## config.mk

```make
export PLATFORM = sky130hd
export DESIGN_NAME = sdp_queue
export DESIGN_NICKNAME = d
export VERILOG_FILES = /design/src/sdp_pkg.sv /design/src/sdp_queue.sv
export SDC_FILE = /design/constraint.sdc
export NUM_CORES = 1
export LEC_CHECK = 0
export BUFFER_PORTS_ARGS = -buffer_cell sky130_fd_sc_hd__buf_2
export CORE_UTILIZATION = 35
export CTS_CLUSTER_DIAMETER = 120
export CTS_CLUSTER_SIZE = 24
export DETAILED_ROUTE_END_ITERATION = 10
export SLEW_MARGIN = 20
export SYNTH_ARGS = -nofsm -noshare
export SYNTH_HDL_FRONTEND = slang
export SYNTH_SLANG_ARGS = --single-unit
```

## constraint.sdc

```tcl
create_clock -name clk -period 7.45 [get_ports clk]
set_input_delay 0.3725 -clock clk [delete_from_list [all_inputs] [get_ports clk]]
set_output_delay 0.3725 -clock clk [all_outputs]
set_load 0.02 [all_outputs]
```

## src/sdp_pkg.sv

```systemverilog
`timescale 1ns / 1ps
package sdp_pkg;

  // pixel coordinate width actually used
  localparam int COORD_BITS = 12;
  localparam int FOCAL_W    = 20;
  localparam int BASE_W     = 24;
  localparam int MAXD_W     = 7;
  localparam int DISP_W     = 12;
  localparam int GRAY_W     = 8;
  localparam int OUT_W      = 32;
  localparam int APB_DW     = 32;
  localparam int ADDR_W     = 5;

  // derived arithmetic widths
  localparam int PIX_W  = COORD_BITS + 8;
  localparam int DIFF_W = (PIX_W > FOCAL_W) ? PIX_W : FOCAL_W;
  localparam int PROD_W = DIFF_W + BASE_W;
  localparam int NUM_W  = PROD_W + FOCAL_W;
  localparam int DMAG_W = DISP_W - 1;
  localparam int DEN_W  = DMAG_W + 4 + FOCAL_W;
  localparam int LO_W   = PROD_W / 2;
  localparam int HI_W   = PROD_W - LO_W;

  // queue between front and back
  localparam int Q_DEPTH = 4;
  localparam int Q_PTR_W = $clog2(Q_DEPTH);
  localparam int Q_CNT_W = Q_PTR_W + 1;

  typedef enum logic [2:0] {
    REG_FOCAL_X  = 3'd0,
    REG_FOCAL_Y  = 3'd1,
    REG_CENTER_X = 3'd2,
    REG_CENTER_Y = 3'd3,
    REG_BASELINE = 3'd4,
    REG_MAX_DISP = 3'd5
  } reg_idx_t;

  typedef struct packed {
    logic [11:0]              column;
    logic [11:0]              row;
    logic signed [DISP_W-1:0] disparity_raw;
    logic [GRAY_W-1:0]        intensity;
  } pixel_t;

  typedef struct packed {
    logic signed [OUT_W-1:0] point_x;
    logic signed [OUT_W-1:0] point_y;
    logic [OUT_W-1:0]        point_z;
    logic [GRAY_W-1:0]       point_gray;
  } point_t;

  typedef struct packed {
    logic [FOCAL_W-1:0] focal_x;
    logic [FOCAL_W-1:0] focal_y;
    logic [FOCAL_W-1:0] center_x;
    logic [FOCAL_W-1:0] center_y;
    logic [BASE_W-1:0]  baseline;
    logic [MAXD_W-1:0]  max_disparity;
  } cfg_t;

  // classified pixel handed from front to back
  typedef struct packed {
    logic [DIFF_W-1:0] du;
    logic              neg_x;
    logic [DIFF_W-1:0] dv;
    logic              neg_y;
    logic [DMAG_W-1:0] disp;
    logic [GRAY_W-1:0] gray;
  } item_t;

endpackage

```

## src/sdp_queue.sv

```systemverilog
`timescale 1ns / 1ps
module sdp_queue (
  input  logic           clk,
  input  logic           rst,
  input  logic           push,
  input  sdp_pkg::item_t push_item,
  output logic           full,
  output logic           head_valid,
  output sdp_pkg::item_t head
);
  import sdp_pkg::*;

  item_t              slots [Q_DEPTH];
  logic [Q_PTR_W-1:0] wr_ptr;
  logic [Q_PTR_W-1:0] rd_ptr;
  logic [Q_CNT_W-1:0] count;
  logic               pop;

  // back end drains every cycle
  assign head_valid = count != '0;
  assign pop        = head_valid;
  assign full       = count == Q_CNT_W'(Q_DEPTH);
  assign head       = slots[rd_ptr];

  always_ff @(posedge clk) begin
    if (rst) begin
      wr_ptr <= '0;
      rd_ptr <= '0;
      count  <= '0;
    end else begin
      if (push) begin
        wr_ptr <= wr_ptr + 1'b1;
      end
      if (pop) begin
        rd_ptr <= rd_ptr + 1'b1;
      end
      count <= count + Q_CNT_W'(push) - Q_CNT_W'(pop);
    end
  end

  always_ff @(posedge clk) begin
    if (push) begin
      slots[wr_ptr] <= push_item;
    end
  end

endmodule

```

## Word-level counts from Yosys, hierarchy flattened

Memory sizes are Yosys's and may differ from the RTL's. A register that Yosys moved wholly into a read port is not among the register bits.
Cells that the tools add are included.

- Register bits after elaboration: 7
- RAM bits: 244
- Memories kept: 1

- $add $sub $neg: 4
- Equality and inequality tests: 1
- Mux-type cells: 4
- Reductions and logical operators: 1

Memories:

| memory | words | width | read ports | clocked after memory_dff | wr ports | RTL line | text |
|---|---|---|---|---|---|---|---|
| slots | 4 | 61 | 1 | 1 | 1 | sdp_queue.sv:13 | `item_t slots [Q_DEPTH];` |

Operators with widths:

| operator | count |
|---|---|
| 2-bit by 1-bit adder with 2-bit output, second input constant | 2 |
| 2-bit 2-to-1 mux | 2 |
| 3-bit by 1-bit adder with 3-bit output | 1 |
| 3-bit equality test, second input constant | 1 |
| 3-bit nonzero test | 1 |
| 3-bit by 1-bit subtractor with 3-bit output | 1 |
| 1-bit 2-to-1 mux | 2 |

## Logic depth before layout (Yosys ltp)

Gate-level depths: netlist of the first run.

- Depth after elaboration: 3
- Depth in mapped cells: 7
- Mapped depth without buffers: 7

## Least setup slack after synthesis of the first run

No wires, ideal clock.

- Path kind: flip-flop to flip-flop
- From: register wr_ptr[0]
- To: memory slots[0][0] in the netlist's numbering (enable)
- Library setup time: 425 ps
- Data arrival time: 1,981 ps
- Slack: 5,044 ps
- Stages on the path, launching flop included: 4
- Path buffers: 0
- Period minus slack after synthesis: 2,406 ps
- Cells stage by stage: dfxtp_1 inv_1 ha_1 and2_1

RTL lines:

| what | RTL line | text |
|---|---|---|
| start, declared | sdp_queue.sv:14 | `logic [Q_PTR_W-1:0] wr_ptr;` |
| start signal, assigned | sdp_queue.sv:32 | `wr_ptr <= wr_ptr + 1'b1;` |
| end, declared | sdp_queue.sv:13 |  |

Straight into the memory's write port.

==> results.sh, run 1 <==
export IMPL_status="finished clean"
export IMPL_end_kind="output port"
export IMPL_ys_ff_latch=253
export IMPL_initial_utilization_pct=35.8
export IMPL_timing_rr_start="count[1]"
export IMPL_wl_per_cell_um=19.8
export IMPL_multiInputGateArea_um2=1630
export IMPL_vias_per_cell=4.81
export IMPL_rsz0062_at_grt="no"
export IMPL_whs_ps=99.6
export IMPL_cts_htree_levels=1
export IMPL_hold_buffers=0
export IMPL_cts_root_buffer="clkbuf_16"
export IMPL_firstDrtPassIters=4
export IMPL_synthCells=363
export IMPL_netlist_area_um2=9320
export IMPL_num_vias=4001
export IMPL_dpl_instance_area_um2=10200
export IMPL_cap_violations=0
export IMPL_grt_max_degree=62
export IMPL_layout_nets=562
export IMPL_cp_max_fo=40
export IMPL_r2r_slack_ps=5420
export IMPL_worstHoldPathType="primary input to flip-flop"
export IMPL_worst_ep_required_time_ps=7080
export IMPL_holdPathStages=1
export IMPL_fp_coreArea_um2=26100
export IMPL_slew_headroom_pct=33.8
export IMPL_synthDistinctLibCells=24
export IMPL_synth_commonest_cells="244 x edfxtp_1, 60 x mux4_2, 9 x dfxtp_1"
export IMPL_grt_ovfl_total=0
export IMPL_power_frac_seq_pct=50.7
export IMPL_clkPwrFrac_pct=22.8
export IMPL_drtAntennaViolNets=0
export IMPL_stdcell_count=832
export IMPL_worst_endpoint_arrival_ps=2740
export IMPL_net_switching_power_mw=1.03
export IMPL_rows=59
export IMPL_ctsResizeCount=0
export IMPL_irDropWorstVdd_v=0.000217
export IMPL_fin_ws_ps=4340
export IMPL_avgSynthCellArea_um2=25.7
export IMPL_critPathLaunchType="flip-flop"
export IMPL_hold_viol=0
export IMPL_syn_num_nets=434
export IMPL_grt_pass1_vias=4327
export IMPL_yosys_area_top_type="edfxtp_1"
export IMPL_layout_min_cycle_time_ps=3110
export IMPL_drcViolationCount=0
export IMPL_grt_pass1_wl_um=24600
export IMPL_place_ws_ps=4700
export IMPL_dp_cells=810
export IMPL_cts_buffers=14
export IMPL_worstHoldStart="push_item[34]"
export IMPL_clkTransAtPathRegs_ps=90
export IMPL_clockBufferDepth=3
export IMPL_io_buffers=126
export IMPL_nFillCells=2295
export IMPL_regArea_um2=7510
export IMPL_r2r_cells=7
export IMPL_setup_viol=0
export IMPL_fmax_ghz=0.322
export IMPL_yosysMostFrequentCell="edfxtp_1"
export IMPL_io_pins=127
export IMPL_r2r_end="count[2]"
export IMPL_synth_main_ff_cell="edfxtp_1"
export IMPL_worst_pin_slew_ps=993
export IMPL_synth_top_area_share_pct=78.6
export IMPL_ys_seq_area_share_pct=80.5
export IMPL_yosys_warnings=0
export IMPL_grt_usage_pct=12.1
export IMPL_criticalPathCategory="flip-flop to output port"
export IMPL_switching_share_pct=29.5
export IMPL_clock_latency_ps=480
export IMPL_clock_sinks=253
export IMPL_antenna_found_initial=1
export IMPL_synth_edf_count=244
export IMPL_intPower_mw=2.45
export IMPL_dieArea_um2=27300
export IMPL_tns_ps=0
export IMPL_die_h_um=165
export IMPL_hold_end="slots[2][34]"
export IMPL_cts_setup_buffers=0
export IMPL_p_leak_nw=3.50
export IMPL_finalCritPeriodShare_pct=41.7
export IMPL_cts_tree="done"
export IMPL_stdcell_area_um2=10600
export IMPL_slew_violations=0
export IMPL_drive_gt1_share_pct=42.5
export IMPL_power_frac_comb_pct=26.5
export IMPL_syn2layout_area_growth_pct=14.1
export IMPL_place_congestion=0.654
export IMPL_powerDensity_nw_per_um2=327
export IMPL_fin_skew_ps=11.7
export IMPL_drt_wl_total_um=16500
export IMPL_dp_hpwl_um=9180
export IMPL_async_reset_ff_share_pct=0
export IMPL_dieWidth_um=165
export IMPL_synth_area_top_cells="edfxtp_1 79%, mux4_2 14%, dfxtp_1 1.9%, buf_12 1.3%, ha_1 0.81%"
export IMPL_drtIter0Drc=236
## power groups by stage
stage | registers [mW] | clock network, mW | logic, mW
final | 1.77 | 0.792 | 0.923
after global routing | 1.79 | 0.873 | 0.996
after CTS | 1.78 | 0.827 | 0.951
after detailed placement | 1.81 | 0 | 0.948
after global placement | 1.80 | 0 | 0.927
after floorplan | 1.70 | 0 | 0.806
## sequential cells by signal (all words and copies together), names as in the netlist, named ones only
name / count
rd_ptr: 2
wr_ptr: 2
slots: 244
count: 3
## area by class of cell
type	instances	share of cell area (%)
Antenna cell	1	0.0235
Clock buffer	19	3.67
Clock inverter	2	0.129
Inverter	6	0.212
Multi-Input combinational cell	89	15.4
Sequential cell	253	70.7
Tap cell	335	3.94
Timing Repair Buffer	127	6.00
## through the flow
step	total power [mW]	utilization [%]
6_report	3.48	40.8
5_1_grt	3.66	40.8
4_1_cts	3.55	40.8
3_5_place_dp	2.76	39.2
3_3_place_gp	2.72	39.2
2_1_floorplan	2.50	-
## worst max path at each step
| stage | endpoint | from | cells after the start | slack (ps) |
|---|---|---|---|---|
| after global routing | head[54] | flip-flop | 3 | 4070 |
| final | head[54] | flip-flop | 3 | 4340 |
| after floorplan | slots[0][0] | wr_ptr[0] | 3 | 5040 |
| after detailed placement | head[54] | flip-flop | 3 | 4700 |
| after global placement | head[47] | flip-flop | 3 | 4750 |
| after CTS | head[54] | flip-flop | 3 | 4180 |
## worst max-delay path: stages (launching register included)
cell and delay (ps):
dfxtp_4 660, buf_4 750, mux4_2 630, buf_2 180
## placed cells by master (no fill, tap or decap), drive strengths merged
cell type and count:
nor4 1, buf 127, or3 1, and2 4, mux2 1, clkbuf 19, inv 7, mux2i 1
xnor2 1, nor2 4, fa 1, and3 1, o31a 1, diode 1, edfxtp 244, xor3 1
ha 6, dfxtp 9, nor3 2, clkinv 1, mux4 61, nor2b 3
## metal layers
metal / part of all wire (%) / wire length [µm] / GRT usage [%]
met5: 0 / 0 / 0
met4: 1.1 / 183 / 2.38
met3: 5.8 / 957 / 2.82
met2: 50 / 8280 / 21.3
met1: 43 / 7070 / 15.3
## kinds of logic (layout without fill, tap and decap cells)
logic type	after synthesis	after routing	synth area share (%)
adders and majority gates	7	7	1.02
other	0	1	0
and+or+nand+nor	16	16	0.940
xor gates and xnor gates	2	2	0.349
muxes	63	63	15.0
DFF	253	253	80.5
AOI/OAI and AO/OA	1	1	0.0940
buffers and inverters	21	154	2.05
Note: power is estimated with default switching activity, not from simulation.
==> inputs of run 2 (changes only) <==
==> constraint.sdc (replaced) <==
create_clock -name clk -period 2.8 [get_ports clk]
set_input_delay 0.14 -clock clk [delete_from_list [all_inputs] [get_ports clk]]
set_output_delay 0.14 -clock clk [all_outputs]
set_load 0.02 [all_outputs]
==> results.sh, run 2 (synthesized netlist as in run 1, its figures left out) <==
export IMPL_place_congestion=0.710
export IMPL_cts_buffers=14
export IMPL_clock_sinks=253
export IMPL_dieWidth_um=165
export IMPL_nFillCells=2281
export IMPL_layout_commonest_cell="edfxtp_1"
export IMPL_rows=59
export IMPL_drcViolationCount=0
export IMPL_clockBufferDepth=3
export IMPL_grt_max_degree=34
export IMPL_layout_common_cells="244 x edfxtp_1, 126 x buf_2, 63 x dlygate4sd3_1"
export IMPL_multiInputGateArea_um2=1630
export IMPL_whs_ps=52.2
export IMPL_cap_violations=0
export IMPL_dp_hpwl_um=10200
export IMPL_initial_utilization_pct=35.8
export IMPL_cts_tree="done"
export IMPL_finalCritPeriodShare_pct=84.6
export IMPL_cp_max_fo=18
export IMPL_firstDrtPassIters=4
export IMPL_drt_wl_total_um=17100
export IMPL_io_pins=127
export IMPL_cts_htree_levels=1
export IMPL_vias_per_cell=4.76
export IMPL_holdPathStages=3
export IMPL_layout_min_cycle_time_ps=2370
export IMPL_drtIter0Drc=287
export IMPL_ctsResizeCount=0
export IMPL_cts_root_buffer="clkbuf_16"
export IMPL_drive_gt1_share_pct=38.3
export IMPL_end_kind="output port"
export IMPL_critPathLaunchType="flip-flop"
export IMPL_regMostFlops="slots"
export IMPL_cts_setup_buffers=0
export IMPL_worst_ep_required_time_ps=2660
export IMPL_setup_viol=0
export IMPL_largestRegisters="slots x244, count x3"
export IMPL_rsz0062_at_grt="no"
export IMPL_powerDensity_nw_per_um2=824
export IMPL_hold_viol=0
export IMPL_grt_pass1_wl_um=25800
export IMPL_fp_coreArea_um2=26100
export IMPL_grt_pass1_vias=4589
export IMPL_slew_headroom_pct=65.8
export IMPL_r2r_cells=7
export IMPL_grt_util_met1_pct=17.4
export IMPL_die_h_um=165
export IMPL_largest_register_ffs=244
export IMPL_layout_nets=631
export IMPL_grt_ovfl_total=0
export IMPL_fin_skew_ps=10.4
export IMPL_syn2layout_area_growth_pct=22.1
export IMPL_fin_ws_ps=433
export IMPL_num_vias=4275
export IMPL_antenna_found_initial=0
export IMPL_drtAntennaViolNets=0
export IMPL_worst_endpoint_arrival_ps=2230
export IMPL_status="finished clean"
export IMPL_slew_violations=0
export IMPL_p_leak_nw=3.82
export IMPL_clkTransAtPathRegs_ps=90
export IMPL_worst_pin_slew_ps=512
export IMPL_totalPowerFinal_mw=9.38
export IMPL_antenna_cells=0
export IMPL_busiest_layer="met2"
export IMPL_grt_usage_pct=12.7
export IMPL_clock_latency_ps=470
export IMPL_gr_usage_met3_pct=2.07
export IMPL_irDropWorstVdd_v=0.000431
export IMPL_gr_usage_met2_pct=21.2
export IMPL_wl_per_cell_um=19.0
export IMPL_criticalPathCategory="flip-flop to output port"
export IMPL_final_util_pct=43.7
export IMPL_io_buffers=126
export IMPL_regArea_um2=7510
export IMPL_place_ws_ps=806
export IMPL_fmax_ghz=0.422
export IMPL_dieArea_um2=27300
export IMPL_worstHoldPathType="primary input to flip-flop"
export IMPL_tns_ps=0
==> run 2: changes by cell type in the layout (fill, tap and decap cells not counted) <==
cell,delta
buf_12,+6
inv_6,-1
clkinv_8,+1
clkinv_2,-1
dlygate4sd3_1,+63
diode_2,-1
==> run 2: area by class of cell <==
type                            count  area share (%)
Sequential cell                   253            66.0
Multi-Input combinational cell     89            14.3
Timing Repair Buffer              196            12.2
Tap cell                          335            3.68
Clock buffer                       19            3.43
Inverter                            6           0.198
Clock inverter                      1           0.143
==> run 2: per-stage QoR <==
stage,cells,cell area (µm²)
after global placement,816,10300
final,899,11400
after floorplan,363,9320
after CTS,899,11400
after detailed placement,816,10300
after global routing,899,11400
==> run 2: timing repair <==
action	4_1_cts	5_1_grt
endpoints found under the setup margin	0	0
hold buffers	63	0
endpoints found under the hold margin	251	0
==> run 2: worst paths after layout <==
kind,from,endpoint,slack (ps)
max reg2reg,count[1],count[2],790
min,push,wr_ptr[1],50
min reg2reg,rd_ptr[1],rd_ptr[1],570
max,flip-flop,head[19],430
==> run 2: power by group <==
group	internal, mW	switching, mW	leakage, nW
logic	1.26	1.42	1.30
clock network	0.992	1.12	0.196
registers	4.38	0.207	2.32
==> run 2: critical path, stage by stage, from the launching register on <==
cell	delay, ps
dfxtp_4	570
buf_4	420
mux4_2	570
buf_2	180
==> run 2: routing by layer <==
layer | up-vias | share of wire (%)
met5 | - | 0
met4 | 0 | 1.4
met3 | 20 | 6.1
met2 | 125 | 49
met1 | 2208 | 44
li1 | 1922 | -
