[src/sdp_pkg.sv]
`timescale 1ns / 1ps
package sdp_pkg;

  // pixel coordinate width actually used
  localparam int COORD_BITS = 12;
  localparam int FOCAL_W    = 20;
  localparam int BASE_W     = 24;
  localparam int MAXD_W     = 7;
  localparam int DISP_W     = 12;
  localparam int GRAY_W     = 8;
  localparam int OUT_W      = 32;
  localparam int APB_DW     = 32;
  localparam int ADDR_W     = 5;

  // derived arithmetic widths
  localparam int PIX_W  = COORD_BITS + 8;
  localparam int DIFF_W = (PIX_W > FOCAL_W) ? PIX_W : FOCAL_W;
  localparam int PROD_W = DIFF_W + BASE_W;
  localparam int NUM_W  = PROD_W + FOCAL_W;
  localparam int DMAG_W = DISP_W - 1;
  localparam int DEN_W  = DMAG_W + 4 + FOCAL_W;
  localparam int LO_W   = PROD_W / 2;
  localparam int HI_W   = PROD_W - LO_W;

  // queue between front and back
  localparam int Q_DEPTH = 4;
  localparam int Q_PTR_W = $clog2(Q_DEPTH);
  localparam int Q_CNT_W = Q_PTR_W + 1;

  typedef enum logic [2:0] {
    REG_FOCAL_X  = 3'd0,
    REG_FOCAL_Y  = 3'd1,
    REG_CENTER_X = 3'd2,
    REG_CENTER_Y = 3'd3,
    REG_BASELINE = 3'd4,
    REG_MAX_DISP = 3'd5
  } reg_idx_t;

  typedef struct packed {
    logic [11:0]              column;
    logic [11:0]              row;
    logic signed [DISP_W-1:0] disparity_raw;
    logic [GRAY_W-1:0]        intensity;
  } pixel_t;

  typedef struct packed {
    logic signed [OUT_W-1:0] point_x;
    logic signed [OUT_W-1:0] point_y;
    logic [OUT_W-1:0]        point_z;
    logic [GRAY_W-1:0]       point_gray;
  } point_t;

  typedef struct packed {
    logic [FOCAL_W-1:0] focal_x;
    logic [FOCAL_W-1:0] focal_y;
    logic [FOCAL_W-1:0] center_x;
    logic [FOCAL_W-1:0] center_y;
    logic [BASE_W-1:0]  baseline;
    logic [MAXD_W-1:0]  max_disparity;
  } cfg_t;

  // classified pixel handed from front to back
  typedef struct packed {
    logic [DIFF_W-1:0] du;
    logic              neg_x;
    logic [DIFF_W-1:0] dv;
    logic              neg_y;
    logic [DMAG_W-1:0] disp;
    logic [GRAY_W-1:0] gray;
  } item_t;

endpackage

[src/sdp_front.sv]
`timescale 1ns / 1ps
module sdp_front (
  input  logic           clk,
  input  logic           rst,
  input  logic           start,
  output logic           busy,
  input  sdp_pkg::pixel_t pixel,
  input  sdp_pkg::cfg_t  cfg,
  input  logic           q_full,
  output logic           push,
  output sdp_pkg::item_t push_item
);
  import sdp_pkg::*;

  logic              held;
  item_t             item;
  logic              accept;
  logic              keep;
  logic [PIX_W-1:0]  u_pix;
  logic [PIX_W-1:0]  v_pix;
  logic [DIFF_W-1:0] u_ext;
  logic [DIFF_W-1:0] v_ext;
  logic [DIFF_W-1:0] cx_ext;
  logic [DIFF_W-1:0] cy_ext;
  item_t             item_next;

  // stall only while a held pixel cannot enter the queue
  assign busy   = held && q_full;
  assign accept = start && !busy;
  assign push   = held && !q_full;
  assign push_item = item;

  // disparity must be positive and below the limit
  always_comb begin
    keep = !pixel.disparity_raw[DISP_W-1] && (pixel.disparity_raw != '0) &&
           (pixel.disparity_raw[DMAG_W-1:0] < {cfg.max_disparity, 4'b0000});
    u_pix  = {pixel.column[COORD_BITS-1:0], 8'h00};
    v_pix  = {pixel.row[COORD_BITS-1:0], 8'h00};
    u_ext  = DIFF_W'(u_pix);
    v_ext  = DIFF_W'(v_pix);
    cx_ext = DIFF_W'(cfg.center_x);
    cy_ext = DIFF_W'(cfg.center_y);
    item_next.neg_x = u_ext < cx_ext;
    item_next.du    = item_next.neg_x ? (cx_ext - u_ext) : (u_ext - cx_ext);
    item_next.neg_y = v_ext < cy_ext;
    item_next.dv    = item_next.neg_y ? (cy_ext - v_ext) : (v_ext - cy_ext);
    item_next.disp  = pixel.disparity_raw[DMAG_W-1:0];
    item_next.gray  = pixel.intensity;
  end

  // holding register
  always_ff @(posedge clk) begin
    if (rst) begin
      held <= 1'b0;
    end else if (accept) begin
      held <= keep;
    end else if (!q_full) begin
      held <= 1'b0;
    end
  end

  always_ff @(posedge clk) begin
    if (accept) begin
      item <= item_next;
    end
  end

endmodule

[config.mk]
export PLATFORM = sky130hd
export DESIGN_NAME = sdp_front
export DESIGN_NICKNAME = d
export VERILOG_FILES = /design/src/sdp_pkg.sv /design/src/sdp_front.sv
export SDC_FILE = /design/constraint.sdc
export NUM_CORES = 1
export LEC_CHECK = 0
export ABC_CLOCK_PERIOD_IN_PS = 2500
export BUFFER_PORTS_ARGS = -buffer_cell sky130_fd_sc_hd__buf_2
export CORE_ASPECT_RATIO = 0.6
export CORE_MARGIN = 4
export CORE_UTILIZATION = 43
export DETAILED_ROUTE_END_ITERATION = 8
export GPL_TIMING_DRIVEN = 0
export HOLD_SLACK_MARGIN = 0.06
export PLACE_DENSITY_LB_ADDON = 0.08
export SLEW_MARGIN = 40
export SYNTH_ARGS = -nofsm -noshare
export SYNTH_HDL_FRONTEND = slang
export SYNTH_SLANG_ARGS = --single-unit
export TNS_END_PERCENT = 10
[constraint.sdc]
create_clock -name clk -period 2.5 [get_ports clk]
set_clock_uncertainty 0.2 [all_clocks]
set_input_delay 0 -clock clk [delete_from_list [all_inputs] [get_ports clk]]
set_output_delay 0 -clock clk [all_outputs]
set_load 0.03 [all_outputs]
# ---- After elaboration in Yosys (flattened, before gate mapping)
# Index checks and enable logic that the tools add are counted.
# W data, S select, Z words.
dict set report classes {
  addsub 4
  magnitude_cmp 3
  n_eq_ne 1
  n_mux 4
  n_reduce_logical 9
}
# cell n
set ops {}
lappend ops {{$sub A20 B20 Y20} 4}
lappend ops {{$lt A20 B20 Y1} 2}
lappend ops {{$mux W20} 2}
lappend ops {{$reduce_bool A12 Y1} 1}
lappend ops {{$lt A11 B11 Y1} 1}
lappend ops {{$logic_and A1 B1 Y1} 5}
lappend ops {{$logic_not A1 Y1} 3}
lappend ops {{$mux W1} 2}
lappend ops {{$ne A2 B1 Y1 const B} 1}
dict set report word_totals {
  ff_bits 62
  input_bits 159
  output_inout_bits 63
  word_cells 28
}

# ---- Longest topological paths before layout
# Gate-level depths: netlist of run 1.
dict set report depth {
  ltp_word 4
  ltp_mapped 12
  mapped_depth_nobuf 12
}

# ---- Worst setup path before layout of run 1
# No wires, ideal clock.
dict set report synth_path {
  path_type {register to register}
  startpoint {reg held}
  endpoint {reg held}
  setup_ns 0.073
  arrival_ns 2.264
  required_ns 2.227
  setup_slack_ns -0.036
  stages_incl_launch_ff 5
  path_buffers 0
  path_cell_list {dfxtp_1 > nand2_1 > and2_1 > o2111ai_1 > a21oi_1}
}
dict set report synth_between {
  elab_chain_cells 4
}
# element line
set synth_lines {}
lappend synth_lines {{from (decl)} sdp_front.sv:15} ;# logic held;
lappend synth_lines {{from (signal assigned)} sdp_front.sv:56} ;# held <= keep;
lappend synth_lines {{$logic_and A1 B1 Y1 *} sdp_front.sv:28} ;# assign busy = held && q_full;
lappend synth_lines {{$logic_not A1 Y1 *} sdp_front.sv:29} ;# assign accept = start && !busy;
lappend synth_lines {{$logic_and A1 B1 Y1 *} sdp_front.sv:29}
lappend synth_lines {{net accept} sdp_front.sv:17} ;# logic accept;
lappend synth_lines {{$ne A2 B1 Y1 (no line) or $mux W1 (tied branches)} -}
# The timed path passes the listed nets; every way through them passes the cells marked *.
# A chain may end at the register's enable or synchronous reset.

==> results of run 1 <==
==> through the flow <==
stage	area, um2	utilization	worst slack [ns]
floorplan	4550	-	0.0374
global placement	5510	0.546	-0.699
detailed placement	5530	0.548	-0.767
CTS	6390	0.634	0.00884
global route	6470	0.641	-0.0106
finish	6470	0.641	0.0445
==> state kept, by name (all words and copies together), names as in the netlist <==
register,flops
held,1
push_item,61
==> cells in the mapped netlist, types with 3 or more instances <==
cell	n	area, um2
nand3_1	6	30.0
inv_1	65	244
or3_1	4	25.0
nand2b_1	5	31.3
a21oi_1	33	165
edfxtp_1	61	1830
nor2b_1	3	18.8
o31ai_1	8	60.1
nor4_1	4	25.0
nor2_1	26	97.6
a31oi_1	7	43.8
o21a_1	4	30.0
xnor2_1	26	228
xor2_1	9	78.8
o21bai_1	3	22.5
a211oi_1	5	37.5
and3_1	3	18.8
o41ai_1	4	35.0
a21o_1	11	82.6
o21ai_0	27	135
clkbuf_1	9	33.8
nand3b_1	3	22.5
mux2i_1	5	50.1
ha_1	52	651
nand2_1	16	60.1
==> final timing paths <==
kind                  start            end  slack [ns]  cells past startpoint
hold reg to reg        held           held        0.57                      3
setup reg to reg       held           held        0.64                      6
hold / removal      cfg[51]  push_item[41]       -0.26                      1
setup / recovery  pixel[26]  push_item[32]        0.04                     11
==> cell type report <==
type | count | area share
Clock buffer | 10 | 0.0369
Timing Repair Buffer | 211 | 0.205
Buffer | 12 | 0.0101
Clock inverter | 6 | 0.0145
Sequential cell | 62 | 0.286
Inverter | 67 | 0.0389
Multi-Input combinational cell | 308 | 0.382
Tap cell | 135 | 0.0261
==> power by group through the flow <==
| stage | registers, uW | logic (uW) | clock network, uW |
|---|---|---|---|
| 2_1_floorplan | 1600 | 555 | 0 |
| 3_3_place_gp | 1360 | 1140 | 0 |
| 3_5_place_dp | 1360 | 1160 | 0 |
| 4_1_cts | 1340 | 1250 | 1410 |
| 5_1_grt | 1350 | 1400 | 1450 |
| 6_report | 1340 | 1300 | 1390 |
==> cells by family (layout without fill, tap and decap cells) <==
| family | Yosys count | after routing | synth area share |
|---|---|---|---|
| AO/OA/AOI/OAI | 126 | 126 | 0.190 |
| XOR/XNOR | 35 | 35 | 0.0673 |
| adder cells (fa/ha/maj) | 54 | 54 | 0.152 |
| buffers and inverters | 80 | 306 | 0.0690 |
| flip-flops | 62 | 62 | 0.407 |
| multiplexers | 5 | 5 | 0.0110 |
| AND/OR/NAND/NOR | 88 | 88 | 0.104 |
==> worst max-delay path: stages <==
cell	delay (ns)
buf_2	0.10
inv_1	0.05
ha_1	0.38
o21ai_0	0.33
o211ai_1	0.24
a221oi_4	0.39
o41ai_4	0.14
buf_4	0.17
buf_6	0.15
o32ai_4	0.26
xnor2_1	0.09
==> per-layer routing <==
layer / wire length [um] / track usage
met1: 6580 / 0.304
met2: 5510 / 0.315
met5: 0 / 0
met4: 103 / 0.0466
met3: 1240 / 0.0638
==> repair_timing <==
action                                  CTS  global route
setup buffers                             3             1
pin swaps                                 3             3
endpoints found under the hold margin    73             6
hold buffers                             48             1
resized for setup                         4            20
endpoints found under the setup margin   19            31
==> flow_summary.json, run 1 <==
{
  "dieArea_um2": 12300,
  "nets": 884,
  "grt_usage": 0.211,
  "syn-num-nets": 663,
  "antenna_cells": 0,
  "crit_type": "input port to flip-flop",
  "hold_class": "input port to flip-flop",
  "cts-root-buf": "clkbuf_16",
  "fin_crit_ns": 2.46,
  "critical_path_required_ns": 2.37,
  "clkSinkCount": 62,
  "drive_above_1_share": 0.314,
  "totalWireLength_mm": 13.4,
  "synthCells": 450,
  "fin_cells": 811,
  "swShare": 0.323,
  "wire_per_inst_um": 16.6,
  "synth_area_um2": 4550,
  "firstDrtPassIters": 5,
  "antenna_found_initial": 0,
  "fp-row-count": 28,
  "status": "finished, violations left",
  "synth-seq-cells": 62,
  "die_w_um": 141,
  "viasPerCell": 5.23,
  "tritoncts": "done",
  "yosys_most_used_dff": "edfxtp_1",
  "first_iter_violations": 297,
  "arrival_ns": 2.33,
  "grt_pass1_vias": 4062,
  "p_comb_frac": 0.322,
  "cp-start-kind": "input port",
  "register_area_um2": 1850,
  "die_h_um": 87.7,
  "share_seq_of_total_power": 0.333,
  "async_flop_share": 0,
  "ir_drop_mv": 0.373,
  "tightest_slew_ns": 0.565,
  "nFillCells": 852,
  "clk_pin_slew_ns": 0.05,
  "maxCapViolations": 0,
  "cts_buffers": 9,
  "setup_tns_ns": 0,
  "layout_commonest_cell": "buf_2",
  "period_share": 0.982,
  "hpwl_mm": 10.1,
  "dp_cells": 743,
  "p_clk_frac": 0.344,
  "critPathMaxFanout": 10,
  "clockBufferDepth": 2,
  "drcViolationCount": 0,
  "p_total_uw": 4020,
  "cts-htree-levels": 3,
  "grt_overflow": 0,
  "synth_edf_count": 61,
  "violations": "negative hold slack",
  "multi_input_area_um2": 2470,
  "start_util": 0.451,
  "crit_path_end_kind": "flip-flop",
  "io_buffers": 157,
  "synth.avg_cell_area_um2": 10.1,
  "core_um2": 10100,
  "relSlewSlack": 0.618,
  "via_count": 4241,
  "p_int_uw": 2720,
  "yosysSeqAreaShare": 0.407,
  "grt_pass1_wl_mm": 20.6,
  "maxSlewViolCount": 0,
  "layout_common_cells": "buf_2, inv_1, edfxtp_1",
  "area_growth_pct": 42.1,
  "clk-insertion-delay-late_ns": 0.32,
  "hold_violations": 5,
  "gp_congestion": 0.959,
  "p_sw_uw": 1300,
  "yosys_warnings": 0,
  "finalSetupViolCount": 0,
  "boundaryPins": 222,
  "grt_max_degree": 36,
  "powerDensity_nw_per_um2": 622,
  "fmax_mhz": 407,
  "hold_slack_ns": -0.260,
  "postRouteAntennaNets": 0,
  "p_leak_uw": 0.00303,
  "ys_types": 62
}
Power figures use the tool's default switching activity.
==> inputs of run 2 (changes only) <==
Settings changed: ABC_AREA from default to 1, CORE_UTILIZATION 43 to 45, MAX_ROUTING_LAYER from default to met4.
==> flow_summary.json, run 2 <==
{
  "post-place-ws_ns": 0.204,
  "yosys-top-cells-count": "nand2_1, inv_1, edfxtp_1, ha_1, nor2_1",
  "dieArea_um2": 14500,
  "postRouteAntennaNets": 0,
  "viasPerCell": 4.76,
  "gp_congestion": 0.904,
  "clk_pin_slew_ns": 0.06,
  "yosysTopAreaCell": "edfxtp_1",
  "yosysSeqAreaShare": 0.328,
  "crit_path_end_kind": "flip-flop",
  "yosys-top-cells-area": "edfxtp_1, nand2_1, ha_1",
  "fp-row-count": 31,
  "p_leak_uw": 0.00415,
  "dp_cells": 1114,
  "drive_above_1_share": 0.220,
  "worst_path_max_delay_cell": "dlygate4sd3_1",
  "cp-start-kind": "flip-flop",
  "relSlewSlack": 0.545,
  "post_cts_buffers": 0,
  "synthCells": 789,
  "powerDensity_nw_per_um2": 554,
  "async_flop_share": 0,
  "fin_crit_ns": 2.27,
  "start_util": 0.464,
  "path_buf_inv": 2,
  "grt_pass1_wl_mm": 26.2,
  "critPathMaxStageDelay_ns": 0.95,
  "ys_types": 34,
  "drcViolationCount": 0,
  "synth_edf_count": 61,
  "syn-num-nets": 1002,
  "critical_path_required_ns": 2.27,
  "wire_per_inst_um": 13.8,
  "synth_xor_xnor_area_share": 0.0527,
  "clk-insertion-delay-late_ns": 0.33,
  "layout_commonest_cell": "nand2_1",
  "period_share": 0.908,
  "grt_usage": 0.233,
  "hold_slack_ns": 0.0752,
  "layout_common_cells": "nand2_1, buf_2, inv_1",
  "hold_violations": 0,
  "synth_top_family_by_area": "simple AND/OR/NAND/NOR gates",
  "maxSlewViolCount": 0,
  "setup_slack_ns": 0.229,
  "fin_cells": 1171,
  "synth_mux_area_frac": 0,
  "die_h_um": 94.8,
  "antenna_cells": 0,
  "nets": 1214,
  "boundaryPins": 222,
  "tightest_slew_ns": 0.676,
  "cts_buffers": 9,
  "cts-root-buf": "clkbuf_16",
  "synth_compound_area_frac": 0.0851,
  "grt_overflow": 0,
  "grt_pass1_vias": 5074,
  "via_count": 5571,
  "utilization": 0.612,
  "core_um2": 12200,
  "clockBufferDepth": 2,
  "synthAdderAreaFrac": 0.122,
  "yosysTopAreaCellShare": 0.324,
  "synth_area_um2": 5650,
  "crit_type": "flip-flop to flip-flop",
  "tritoncts": "done",
  "fmax_mhz": 440,
  "maxCapViolations": 0,
  "arrival_ns": 2.04,
  "synth-seq-cells": 62,
  "cpLargestDelayFamily": "buffers and inverters",
  "critPathMaxFanout": 11,
  "largest_register_ff_count": 61,
  "antenna_found_initial": 0,
  "finalSetupViolCount": 0,
  "io_buffers": 157,
  "rsz0062_at_grt": "false",
  "ir_drop_mv": 0.261,
  "hpwl_mm": 12.9,
  "synth-simple-area-share": 0.291,
  "setup_tns_ns": 0,
  "crit_chain": "nand2_1, inv_1, nor2_4, dlygate4sd3_1",
  "hold_class": "input port to flip-flop",
  "yosys_warnings": 0,
  "yosys_most_used_dff": "edfxtp_1",
  "yosysMostFrequentCell": "nand2_1",
  "status": "complete, no violations",
  "totalWireLength_mm": 16.2,
  "area_growth_pct": 32.1,
  "die_w_um": 153,
  "firstDrtPassIters": 5,
  "clkSinkCount": 62,
  "grt_max_degree": 18,
  "synth.avg_cell_area_um2": 7.16,
  "first_iter_violations": 346,
  "cts-htree-levels": 3
}
## run 2: cell types whose count changed in the layout (fill, tap and decap cells not counted), moves of 8 or more
cell     before  now
xor2_1        9   30
a21o_1       11    0
nor2_1       26   36
o21ai_0      26   16
nand4_1       2   10
nand3_1       6   35
o21ai_1       2   10
inv_1        65  149
nand2_1      16  288
xnor2_1      26    4
## run 2: report_power, final
group	switching, uW	internal [uW]
registers	30.1	1290
clock network	477	904
logic	919	506
## run 2: logic make-up (layout without fill, tap and decap cells)
kind of cell / Yosys count / in the layout
AND/OR/NAND/NOR: 394 / 394
buffers and inverters: 167 / 384
AO/OA/AOI/OAI: 78 / 78
flip-flops: 62 / 62
adder cells (fa/ha/maj): 54 / 54
XOR/XNOR: 34 / 34
## run 2: path summary, 6_finish.rpt
path,end,slack (ns),cells after the start,from
worst max-delay path,push_item[8],0.23,4,held
worst min-delay path,push_item[50],0.08,5,pixel[33]
worst max register to register,push_item[8],0.23,4,held
worst min register to register,push_item[15],0.77,4,held
## run 2: layout make-up
class	instances	area (um2)
repair buffers	201	1270
multi-input cells	560	3120
fillers	1164	4720
inverters	151	567
plain buffers	16	116
flip-flops and latches	62	1850
well taps	165	206
clock inverters	6	92.6
clock buffers	10	239
## run 2: worst min-delay path: stages
cell,delay [ns]
buf_2,0.11
inv_1,0.09
fa_1,0.16
nand2_1,0.05
o21ai_0,0.08
## run 2: per-layer routing
layer | GRT usage | part of all wire
met5 | - | 0
met4 | 0.0437 | 0.0078
met3 | 0.0490 | 0.082
met2 | 0.313 | 0.37
met1 | 0.358 | 0.54
## run 2: metrics by stage
step / total power (uW) / cell area, um2
after detailed placement: 2700 / 6720
final: 4130 / 7460
after floorplan: 2290 / 5650
after global routing: 4380 / 7460
after CTS: 4150 / 7460
after global placement: 2670 / 6650
## run 2: timing repair
item,in CTS,in global routing
gates resized for setup,0,0
hold endpoints to repair,49,0
hold buffers,41,0
